`src/design/rfa_pkg.sv`:
```
// shared types, constants and register codes of the relay feedback autotuner
package rfa_pkg;

   localparam int unsigned PositionWidth   = 16;
   localparam int unsigned TimeWidth       = 32;
   localparam int unsigned MagWidth        = 15;
   localparam int unsigned TolWidth        = 8;
   localparam int unsigned CountWidth      = 4;
   localparam int unsigned CsrIndexWidth   = 3;
   localparam int unsigned CsrDataWidth    = 15;

   localparam logic [CountWidth-1:0] COUNT_MAX = '1;

   localparam logic [MagWidth-1:0]   RELAY_HEIGHT_RESET  = 15'd8192;
   localparam logic [MagWidth-1:0]   EFFORT_LIMIT_RESET  = 15'd32767;
   localparam logic [TolWidth-1:0]   AMP_TOL_RESET       = 8'd26;
   localparam logic [TolWidth-1:0]   PER_TOL_RESET       = 8'd26;
   localparam logic [CountWidth-1:0] CYCLES_NEEDED_RESET = 4'd5;

   typedef enum logic [CsrIndexWidth-1:0] {
      CSR_RELAY_HEIGHT  = 3'd0,
      CSR_EFFORT_LIMIT  = 3'd1,
      CSR_AMP_TOL       = 3'd2,
      CSR_PER_TOL       = 3'd3,
      CSR_CYCLES_NEEDED = 3'd4
   } csr_index_type;

   typedef enum logic [1:0] {
      PHASE_SEEK_POS = 2'd0,
      PHASE_SEEK_NEG = 2'd1,
      PHASE_DONE     = 2'd2
   } phase_type;

   typedef struct packed {
      logic signed [PositionWidth-1:0] position;
      logic [TimeWidth-1:0]            sample_time;
   } req_type;

   typedef struct packed {
      logic signed [PositionWidth-1:0] effort;
      logic [1:0]                      phase;
      logic                            cycle_complete;
      logic [TimeWidth-1:0]            period;
      logic [MagWidth-1:0]             amplitude;
      logic [CountWidth-1:0]           matched_count;
   } rsp_type;

   typedef struct packed {
      logic [MagWidth-1:0]   relay_height;
      logic [MagWidth-1:0]   effort_limit;
      logic [TolWidth-1:0]   amplitude_tolerance;
      logic [TolWidth-1:0]   period_tolerance;
      logic [CountWidth-1:0] cycles_needed;
   } cfg_type;

   typedef struct packed {
      logic amp_ok;
      logic per_ok;
   } match_type;

endpackage

```
`src/design/relay_feedback_autotuner.sv`:
```
// top level of the relay feedback autotuner: registers, handshakes, core
//
// channel   direction  ports                         payload
// req       in         req_valid/req_ready           req_type (position, sample_time)
// rsp       out        rsp_valid/rsp_ready           rsp_type (effort .. matched_count)
// csr       in         csr_valid/csr_ready           csr_index, csr_data
//
// a sample moves req -> input register -> core logic -> result register
// rsp_valid comes after both registers; one sample per cycle unless rsp stalls
// the core state updates in the same cycle the result register loads
// a stalled rsp holds the result register and the input register behind it
// reset clears valids and core state, loads register defaults; csr is always ready
module relay_feedback_autotuner
   import rfa_pkg::*;
(
   input  logic                     clock,
   input  logic                     reset,
   input  logic                     req_valid,
   output logic                     req_ready,
   input  req_type                  req_data,
   output logic                     rsp_valid,
   input  logic                     rsp_ready,
   output rsp_type                  rsp_data,
   input  logic                     csr_valid,
   output logic                     csr_ready,
   input  logic [CsrIndexWidth-1:0] csr_index,
   input  logic [CsrDataWidth-1:0]  csr_data
);

   cfg_type cfg_ff, cfg_in;
   logic    in_valid_ff, in_valid_in;
   req_type in_data_ff;
   logic    out_valid_ff, out_valid_in;
   rsp_type out_data_ff;
   rsp_type core_rsp;
   logic    advance;
   logic    step;
   logic    req_xfer;

   // configuration registers, writes to unused indexes are dropped
   assign csr_ready = 1'b1;

   always_comb begin
      cfg_in = cfg_ff;
      if (csr_valid && csr_ready) begin
         case (csr_index_type'(csr_index))
            CSR_RELAY_HEIGHT:  cfg_in.relay_height        = csr_data[MagWidth-1:0];
            CSR_EFFORT_LIMIT:  cfg_in.effort_limit        = csr_data[MagWidth-1:0];
            CSR_AMP_TOL:       cfg_in.amplitude_tolerance = csr_data[TolWidth-1:0];
            CSR_PER_TOL:       cfg_in.period_tolerance    = csr_data[TolWidth-1:0];
            CSR_CYCLES_NEEDED: cfg_in.cycles_needed       = csr_data[CountWidth-1:0];
            default: begin
            end
         endcase
      end
   end

   always_ff @(posedge clock) begin
      if (reset) begin
         cfg_ff.relay_height        <= RELAY_HEIGHT_RESET;
         cfg_ff.effort_limit        <= EFFORT_LIMIT_RESET;
         cfg_ff.amplitude_tolerance <= AMP_TOL_RESET;
         cfg_ff.period_tolerance    <= PER_TOL_RESET;
         cfg_ff.cycles_needed       <= CYCLES_NEEDED_RESET;
      end else begin
         cfg_ff <= cfg_in;
      end
   end

   // pipeline control: the result register loads when empty or drained
   assign advance   = !out_valid_ff || rsp_ready;
   assign step      = in_valid_ff && advance;
   assign req_ready = !in_valid_ff || advance;
   assign req_xfer  = req_valid && req_ready;

   always_comb begin
      in_valid_in  = req_xfer ? 1'b1 : (step ? 1'b0 : in_valid_ff);
      out_valid_in = step ? 1'b1 : (rsp_ready ? 1'b0 : out_valid_ff);
   end

   always_ff @(posedge clock) begin
      if (reset) begin
         in_valid_ff  <= 1'b0;
         out_valid_ff <= 1'b0;
      end else begin
         in_valid_ff  <= in_valid_in;
         out_valid_ff <= out_valid_in;
      end
   end

   // payload registers
   always_ff @(posedge clock) begin
      if (req_xfer) begin
         in_data_ff <= req_data;
      end
      if (step) begin
         out_data_ff <= core_rsp;
      end
   end

   rfa_core u_core (
      .clock (clock),
      .reset (reset),
      .step  (step),
      .req   (in_data_ff),
      .cfg   (cfg_ff),
      .rsp   (core_rsp)
   );

   assign rsp_valid = out_valid_ff;
   assign rsp_data  = out_data_ff;

endmodule

```
`src/design/rfa_match.sv`:
```
// tolerance test of one closed period against the previous one
module rfa_match
   import rfa_pkg::*;
(
   input  logic [MagWidth-1:0]  amplitude,
   input  logic [MagWidth-1:0]  prev_amplitude,
   input  logic [TimeWidth-1:0] period,
   input  logic [TimeWidth-1:0] prev_period,
   input  logic [TolWidth-1:0]  amp_tol,
   input  logic [TolWidth-1:0]  per_tol,
   output match_type            match
);

   localparam int unsigned AmpProdWidth = MagWidth + TolWidth;
   localparam int unsigned PerProdWidth = TimeWidth + TolWidth;

   logic [MagWidth-1:0]     amp_diff;
   logic [TimeWidth-1:0]    per_diff;
   logic [AmpProdWidth-1:0] amp_lhs;
   logic [AmpProdWidth-1:0] amp_rhs;
   logic [PerProdWidth-1:0] per_lhs;
   logic [PerProdWidth-1:0] per_rhs;

   always_comb begin
      amp_diff = (amplitude > prev_amplitude) ? amplitude - prev_amplitude
                                              : prev_amplitude - amplitude;
      per_diff = (period > prev_period) ? period - prev_period
                                        : prev_period - period;
      // difference scaled by 256 against q0.8 tolerance times previous value
      amp_lhs = {amp_diff, {TolWidth{1'b0}}};
      per_lhs = {per_diff, {TolWidth{1'b0}}};
      amp_rhs = AmpProdWidth'(amp_tol) * AmpProdWidth'(prev_amplitude);
      per_rhs = PerProdWidth'(per_tol) * PerProdWidth'(prev_period);
      match.amp_ok = amp_lhs < amp_rhs;
      match.per_ok = per_lhs < per_rhs;
   end

endmodule

```
`src/design/rfa_core.sv`:
```
// relay state machine, peak tracking and period bookkeeping
module rfa_core
   import rfa_pkg::*;
(
   input  logic    clock,
   input  logic    reset,
   input  logic    step,
   input  req_type req,
   input  cfg_type cfg,
   output rsp_type rsp
);

   phase_type                       phase_ff, phase_in, phase_mid;
   logic [MagWidth-1:0]             high_peak_ff, high_peak_in;
   logic signed [PositionWidth-1:0] low_peak_ff, low_peak_in;
   logic [TimeWidth-1:0]            period_start_ff, period_start_in;
   logic [TimeWidth-1:0]            prev_period_ff, prev_period_in;
   logic [MagWidth-1:0]             prev_amplitude_ff, prev_amplitude_in;
   logic [CountWidth-1:0]           match_counter_ff, match_counter_in;
   logic signed [PositionWidth-1:0] held_effort_ff, held_effort_in;

   logic [MagWidth-1:0]             mag;
   logic signed [PositionWidth-1:0] mag_pos;
   logic [TimeWidth-1:0]            cur_period;
   logic signed [PositionWidth:0]   peak_span;
   logic [MagWidth-1:0]             cur_amplitude;
   logic [CountWidth-1:0]           count_inc;
   logic                            closed;
   match_type                       match;

   rfa_match u_match (
      .amplitude      (cur_amplitude),
      .prev_amplitude (prev_amplitude_ff),
      .period         (cur_period),
      .prev_period    (prev_period_ff),
      .amp_tol        (cfg.amplitude_tolerance),
      .per_tol        (cfg.period_tolerance),
      .match          (match)
   );

   always_comb begin
      mag        = (cfg.relay_height < cfg.effort_limit) ? cfg.relay_height
                                                         : cfg.effort_limit;
      mag_pos    = signed'({1'b0, mag});
      cur_period = req.sample_time - period_start_ff;
      peak_span  = signed'({2'b00, high_peak_ff}) -
                   {low_peak_ff[PositionWidth-1], low_peak_ff};
      cur_amplitude = peak_span[MagWidth:1];
      count_inc  = (match_counter_ff == COUNT_MAX) ? COUNT_MAX
                                                   : match_counter_ff + 1'b1;

      phase_mid         = phase_ff;
      high_peak_in      = high_peak_ff;
      low_peak_in       = low_peak_ff;
      period_start_in   = period_start_ff;
      prev_period_in    = prev_period_ff;
      prev_amplitude_in = prev_amplitude_ff;
      match_counter_in  = match_counter_ff;
      held_effort_in    = held_effort_ff;
      closed            = 1'b0;

      case (phase_ff)
         PHASE_SEEK_POS: begin
            if (req.position < 0) begin
               phase_mid = PHASE_SEEK_NEG;
            end
         end
         PHASE_SEEK_NEG: begin
            if (req.position > 0) begin
               closed    = 1'b1;
               phase_mid = PHASE_SEEK_POS;
               if (match.amp_ok && match.per_ok) begin
                  match_counter_in = count_inc;
                  if (count_inc >= cfg.cycles_needed) begin
                     phase_mid = PHASE_DONE;
                  end
               end else begin
                  match_counter_in = '0;
               end
               high_peak_in      = '0;
               low_peak_in       = '0;
               period_start_in   = req.sample_time;
               prev_period_in    = cur_period;
               prev_amplitude_in = cur_amplitude;
            end
         end
         default: begin
         end
      endcase

      // track the peak of the phase the sample ends up in
      case (phase_mid)
         PHASE_SEEK_POS: begin
            if (req.position > signed'({1'b0, high_peak_in})) begin
               high_peak_in = req.position[MagWidth-1:0];
            end
            held_effort_in = mag_pos;
         end
         PHASE_SEEK_NEG: begin
            if (req.position < low_peak_in) begin
               low_peak_in = req.position;
            end
            held_effort_in = -mag_pos;
         end
         default: begin
         end
      endcase

      phase_in = phase_mid;

      rsp.effort         = held_effort_in;
      rsp.phase          = phase_in;
      rsp.cycle_complete = closed;
      rsp.period         = prev_period_in;
      rsp.amplitude      = prev_amplitude_in;
      rsp.matched_count  = match_counter_in;
   end

   always_ff @(posedge clock) begin
      if (reset) begin
         phase_ff          <= PHASE_SEEK_POS;
         high_peak_ff      <= '0;
         low_peak_ff       <= '0;
         period_start_ff   <= '0;
         prev_period_ff    <= '0;
         prev_amplitude_ff <= '0;
         match_counter_ff  <= '0;
         held_effort_ff    <= '0;
      end else if (step) begin
         phase_ff          <= phase_in;
         high_peak_ff      <= high_peak_in;
         low_peak_ff       <= low_peak_in;
         period_start_ff   <= period_start_in;
         prev_period_ff    <= prev_period_in;
         prev_amplitude_ff <= prev_amplitude_in;
         match_counter_ff  <= match_counter_in;
         held_effort_ff    <= held_effort_in;
      end
   end

endmodule
```
`config.mk`:
```
export PLATFORM = sky130hd
export DESIGN_NAME = relay_feedback_autotuner
export DESIGN_NICKNAME = d
export VERILOG_FILES = /design/src/design/rfa_pkg.sv /design/src/design/relay_feedback_autotuner.sv /design/src/design/rfa_match.sv /design/src/design/rfa_core.sv
export SDC_FILE = /design/constraint.sdc
export NUM_CORES = 2
export LEC_CHECK = 0
export BUFFER_PORTS_ARGS = -buffer_cell sky130_fd_sc_hd__buf_2
export CAP_MARGIN = 20
export CORE_MARGIN = 1.5
export CORE_UTILIZATION = 64
export CTS_BUF_LIST = sky130_fd_sc_hd__clkbuf_16
export CTS_CLUSTER_SIZE = 28
export DETAILED_ROUTE_END_ITERATION = 16
export GPL_TIMING_DRIVEN = 0
export PLACE_DENSITY = 0.83
export SLEW_MARGIN = 0
export SYNTH_ARGS = -nofsm -noshare
export SYNTH_HDL_FRONTEND = slang
export SYNTH_SLANG_ARGS = --single-unit
```
`constraint.sdc`:
```
create_clock -name clock -period 10.72 [get_ports clock]
set_input_delay 2.144 -clock clock [delete_from_list [all_inputs] [get_ports clock]]
set_output_delay 2.144 -clock clock [all_outputs]
set_load 0.01 [all_outputs]
```
==> results <==
- The first global-routing pass estimated 140100 um of wire.
- The most frequent standard cell in the layout excluding fill and tap cells is nand2_1.
- The portion of the post-synthesis area used by sequential elements is 22.62%.
- Setup total negative slack on the finished layout was measured at 0 ns.
- The count of different cell masters after synthesis is 73.
- After the first detailed-routing iteration, the DRC count stood at 2820.
- The cell area that synthesis handed to floorplanning was 0.03196 sq mm.
- STA classifies the critical path endpoint as a flop.
- The total nets after synthesis is 4493.
- Yosys mapped a number of flops with a built-in enable equal to 118.
- For this run, asynchronously set or reset flops after synthesis account for 0%.
- For this run, the leading register cell type out of synthesis is dfxtp_1.
- IR analysis of the VDD net gives a maximum drop of 0.0001633 V.
- The register-to-register setup slack is 0.53 ns.
- For the worst setup path, the data required time is 11.03 ns.
- After floorplanning, the core was divided into 81 placement rows.
- The switching portion of total power is 35.39%.
- The clock net sink count is 302.
- The remaining global-route overflow is 0.
- For the finished layout, the period the worst path requires is 10.19 ns.
- Entering global routing, the biggest net connects 52 pins.
- In the finished design, the share of the clock period the worst path needs comes to 95.08%.
- For this configuration, the core starts out at a cell density of 65.01%.
- The switching power total is 1.266 mW.
- Buffers placed on the I/O ports in this run total 142.
- The root buffer cell chosen for the clock tree is clkbuf_16.
- The hold violation total from the final report is 0.
- TritonCTS built the clock tree.
- Setup repair after global routing left no endpoint under its margin.
- The initial antenna violation count is 6.
- Along the worst path, the maximum fanout reaches 10.
- The synthesis warning total is 0.
- Summed over all nets, the half-perimeter wirelength after detailed placement is 70970 um.
- The max-cap violation count is 0.
- Leaving out fill and tap cells, the most frequent cells in the layout are nand2_1, inv_1, ha_1, a21oi_1, fa_1.
- The share of cells above drive strength 1 is 5.875%.
- The number of resized instances in the post-cts repair step is 0.
- In this run the critical register-to-register path is captured at rsp_data[57].
- The number of global-route vias before repair came to 26410.
- Summing over every cut layer, the via total after detailed routing is 27650.
- The chip height is 226.5 um.
- After the flow finishes, the layout carries non-filler instances totaling 4687.
- The number of cells produced by synthesis is 3820.
- In this run the remaining antenna-violating nets after routing total 0.
- Timing would allow up to 0.09811 GHz.
- The critical path in this run is classified as reg -> reg.
- The hold path depth is 2.
- Post-CTS timing repair inserted 0 buffers for setup.
- The placer congestion estimate is 1.010.
- For this design the static power due to leakage is 15.46 nW.
- The hold path endpoint is u_core.period_start_ff[27].
- Counting tap cells, the placed design contains a total of 4629 instances.
- The clock network fraction of design power is 28.9%.
- The run finished with clean final reports.
- Between clock sinks in the finished design, the worst skew comes to 0.01866 ns.
- The share of power burned in registers is 35.4%.
- Among all stages on the critical path, the largest delay is contributed by o21ai_0.
- The mean cell area of the mapped netlist is 8.365 sq um.
- The type of the worst min-delay path is reg -> reg.
- The count of unresolved DRC violations after routing is 0.
- The die area is 0.05128 sq mm.
- For the pin with the worst max-slew slack, the measured transition is 0.9189 ns.
- Combinational logic burns 35.7% of the power.
- In the final routed layout, each cell accounts on average for 18.87 um.
- Clock latency on the worst-skew pair, taken at its later pin, is 0.58 ns.
- The max-slew violation total from the final report is 0.
- The number of iterations in the first detailed-routing pass is 6.
- The number of cells on the worst reg-to-reg path is 35.
- Counting flops and latches in the post-synthesis netlist gives 302.
- The critical path's largest stage delay is 0.65 ns.
- Summed over all layers, the routed wires come to 88420 um.
- In the final design database the tool counted 4668 nets.
- The reg-to-reg startpoint is in_data_ff[0].
- Data on the critical path arrives at its endpoint at 10.50 ns.
- No sink is reached through more buffers than the 3 on the longest clock path.
- The I/O pin count is 144.
- The number of buffers created by CTS is 28.
- The internal portion of the total power is 2.311 mW.
- The global-route usage over all layers is 34.84%.
- The clock slew at the register clock pins of the worst setup and hold paths is 0.07 ns.
- STA classifies the critical path startpoint as a flop.
- The final setup violation count is 0.
- In this run the tightest slew margin relative to its limit is 38.74%.
- The cell area power density is 103.6 mW/mm^2.
- The quantity of hold-fixing buffers added after cts is 0.
- The core region is 0.04915 sq mm.
- In this run the most critical hold path is launched from u_core.period_start_ff[27].
- From synthesis to final layout, the design area changed by 8.015%.
- The count of H-tree levels built during CTS is 1.
- The floorplan die width is 226.5 um.
- The via density per instance is 5.899.
-- logic make-up after synthesis --
| family | share of synthesized area, % |
|---|---|
| flip-flops | 22.62 |
| AO/OA/AOI/OAI | 15.67 |
| other | 0.01174 |
| adder cells (fa/ha/maj) | 29.77 |
| multiplexers | 1.574 |
| XOR/XNOR | 4.221 |
| buffers and inverters | 8.117 |
| AND/OR/NAND/NOR | 18.02 |
-- worst max path at each step --
stage | start | to | slack, ns | depth (start not counted)
floorplan | in_data_ff[0] | rsp_data[57] | 3.05 | 34
global placement | in_data_ff[0] | rsp_data[3] | 0.85 | 34
detailed placement | in_data_ff[0] | rsp_data[57] | 0.87 | 37
CTS | in_data_ff[0] | rsp_data[57] | 0.75 | 37
global route | in_data_ff[0] | rsp_data[57] | 0.15 | 34
finish | in_data_ff[0] | rsp_data[57] | 0.53 | 35
-- synth_stat cells, types with 4 or more instances --
cell / n / area [sq um]
nand3b_1: 4 / 30.03
nand4_1: 40 / 250.2
and4_1: 5 / 43.79
nor2b_1: 32 / 200.2
dfxtp_1: 184 / 3684
nand2_1: 551 / 2068
ha_1: 338 / 4229
o31ai_1: 8 / 60.06
a22o_1: 32 / 280.3
o21ai_0: 149 / 745.7
a221oi_1: 5 / 43.79
a211o_1: 10 / 87.58
and2_1: 242 / 1514
fa_1: 264 / 5285
or3_1: 18 / 112.6
o21bai_1: 41 / 307.8
o21a_1: 23 / 172.7
buf_2: 12 / 60.06
a21o_1: 94 / 705.7
and3_1: 16 / 100.1
a31o_2: 6 / 52.55
o211ai_1: 24 / 180.2
xor2_1: 58 / 508.0
xnor2_1: 96 / 840.8
edfxtp_1: 118 / 3543
inv_1: 495 / 1858
a21boi_0: 11 / 82.58
or2_2: 7 / 43.79
nand2b_1: 28 / 175.2
nor4_1: 12 / 75.07
mux2_2: 18 / 202.7
nor3_1: 34 / 170.2
o21ai_1: 4 / 20.02
clkbuf_1: 170 / 638.1
a31oi_1: 16 / 100.1
nand3_1: 52 / 260.3
a21oi_1: 321 / 1607
o2111ai_1: 4 / 35.03
a211oi_1: 32 / 240.2
mux2i_1: 30 / 300.3
nor2_1: 164 / 615.6
buf_1: 5 / 18.77
-- sequential cells by signal, indices dropped and copies added (netlist names) --
register,cells
rsp_data,70
cfg_ff,50
in_data_ff,48
u_core.period_start_ff,32
u_core.prev_period_ff,32
u_core.held_effort_ff,16
u_core.low_peak_ff,16
u_core.high_peak_ff,15
u_core.prev_amplitude_ff,15
u_core.match_counter_ff,4
u_core.phase_ff,2
in_valid_ff,1
rsp_valid,1
-- area by class of cell --
cell class              count  area [sq um]
clock buffers              29         725.7
plain buffers             189         735.7
inverters                 496          1862
flip-flops and latches    302          7227
well taps                 664         830.8
diodes                      6         15.01
clock inverters            23         219.0
fillers                  3936         14640
multi-input cells        2833         22140
repair buffers            145         765.7
-- metal layers --
| layer | vias to the layer above | routed length [um] | global-route usage (%) |
|---|---|---|---|
| met4 | 0 | 3240 | 12.32 |
| met3 | 149 | 8997 | 6.998 |
| li1 | 12990 | - | - |
| met1 | 13260 | 37760 | 49.18 |
| met5 | - | 0 | 0 |
| met2 | 1261 | 38420 | 53.22 |
-- power groups by stage --
stage | Clock, mW | Sequential [mW] | Combinational (mW)
after CTS | 1.04 | 1.26 | 1.24
after floorplan | 0 | 1.29 | 0.890
after global placement | 0 | 1.29 | 1.20
after detailed placement | 0 | 1.29 | 1.23
after global routing | 1.08 | 1.27 | 1.41
final | 1.03 | 1.26 | 1.28
-- metrics by stage --
step                      power, mW  utilization (%)  hold slack, ns  setup slack [ns]  instance area [sq um]
after floorplan               2.175                -          0.4338             3.046                  31960
after global placement        2.489            68.15          0.4403            0.8542                  33500
after detailed placement      2.521            68.27          0.4465            0.8729                  33560
after CTS                     3.545            70.19          0.4556            0.7499                  34500
after global routing          3.749            70.22          0.4734            0.1538                  34510
final                         3.576            70.22          0.4529            0.5276                  34520
-- critical path, delay by kind of cell, from the launching register on --
kind | cells | cell delay [ns]
flops | 1 | 0.41
xor+xnor | 2 | 0.46
mux | 2 | 0.69
compound gates | 14 | 3.97
simple gates | 6 | 1.32
buf+inv | 7 | 1.87
fa+ha+maj | 4 | 1.18
No activity file was read; power rests on OpenSTA's default activity.
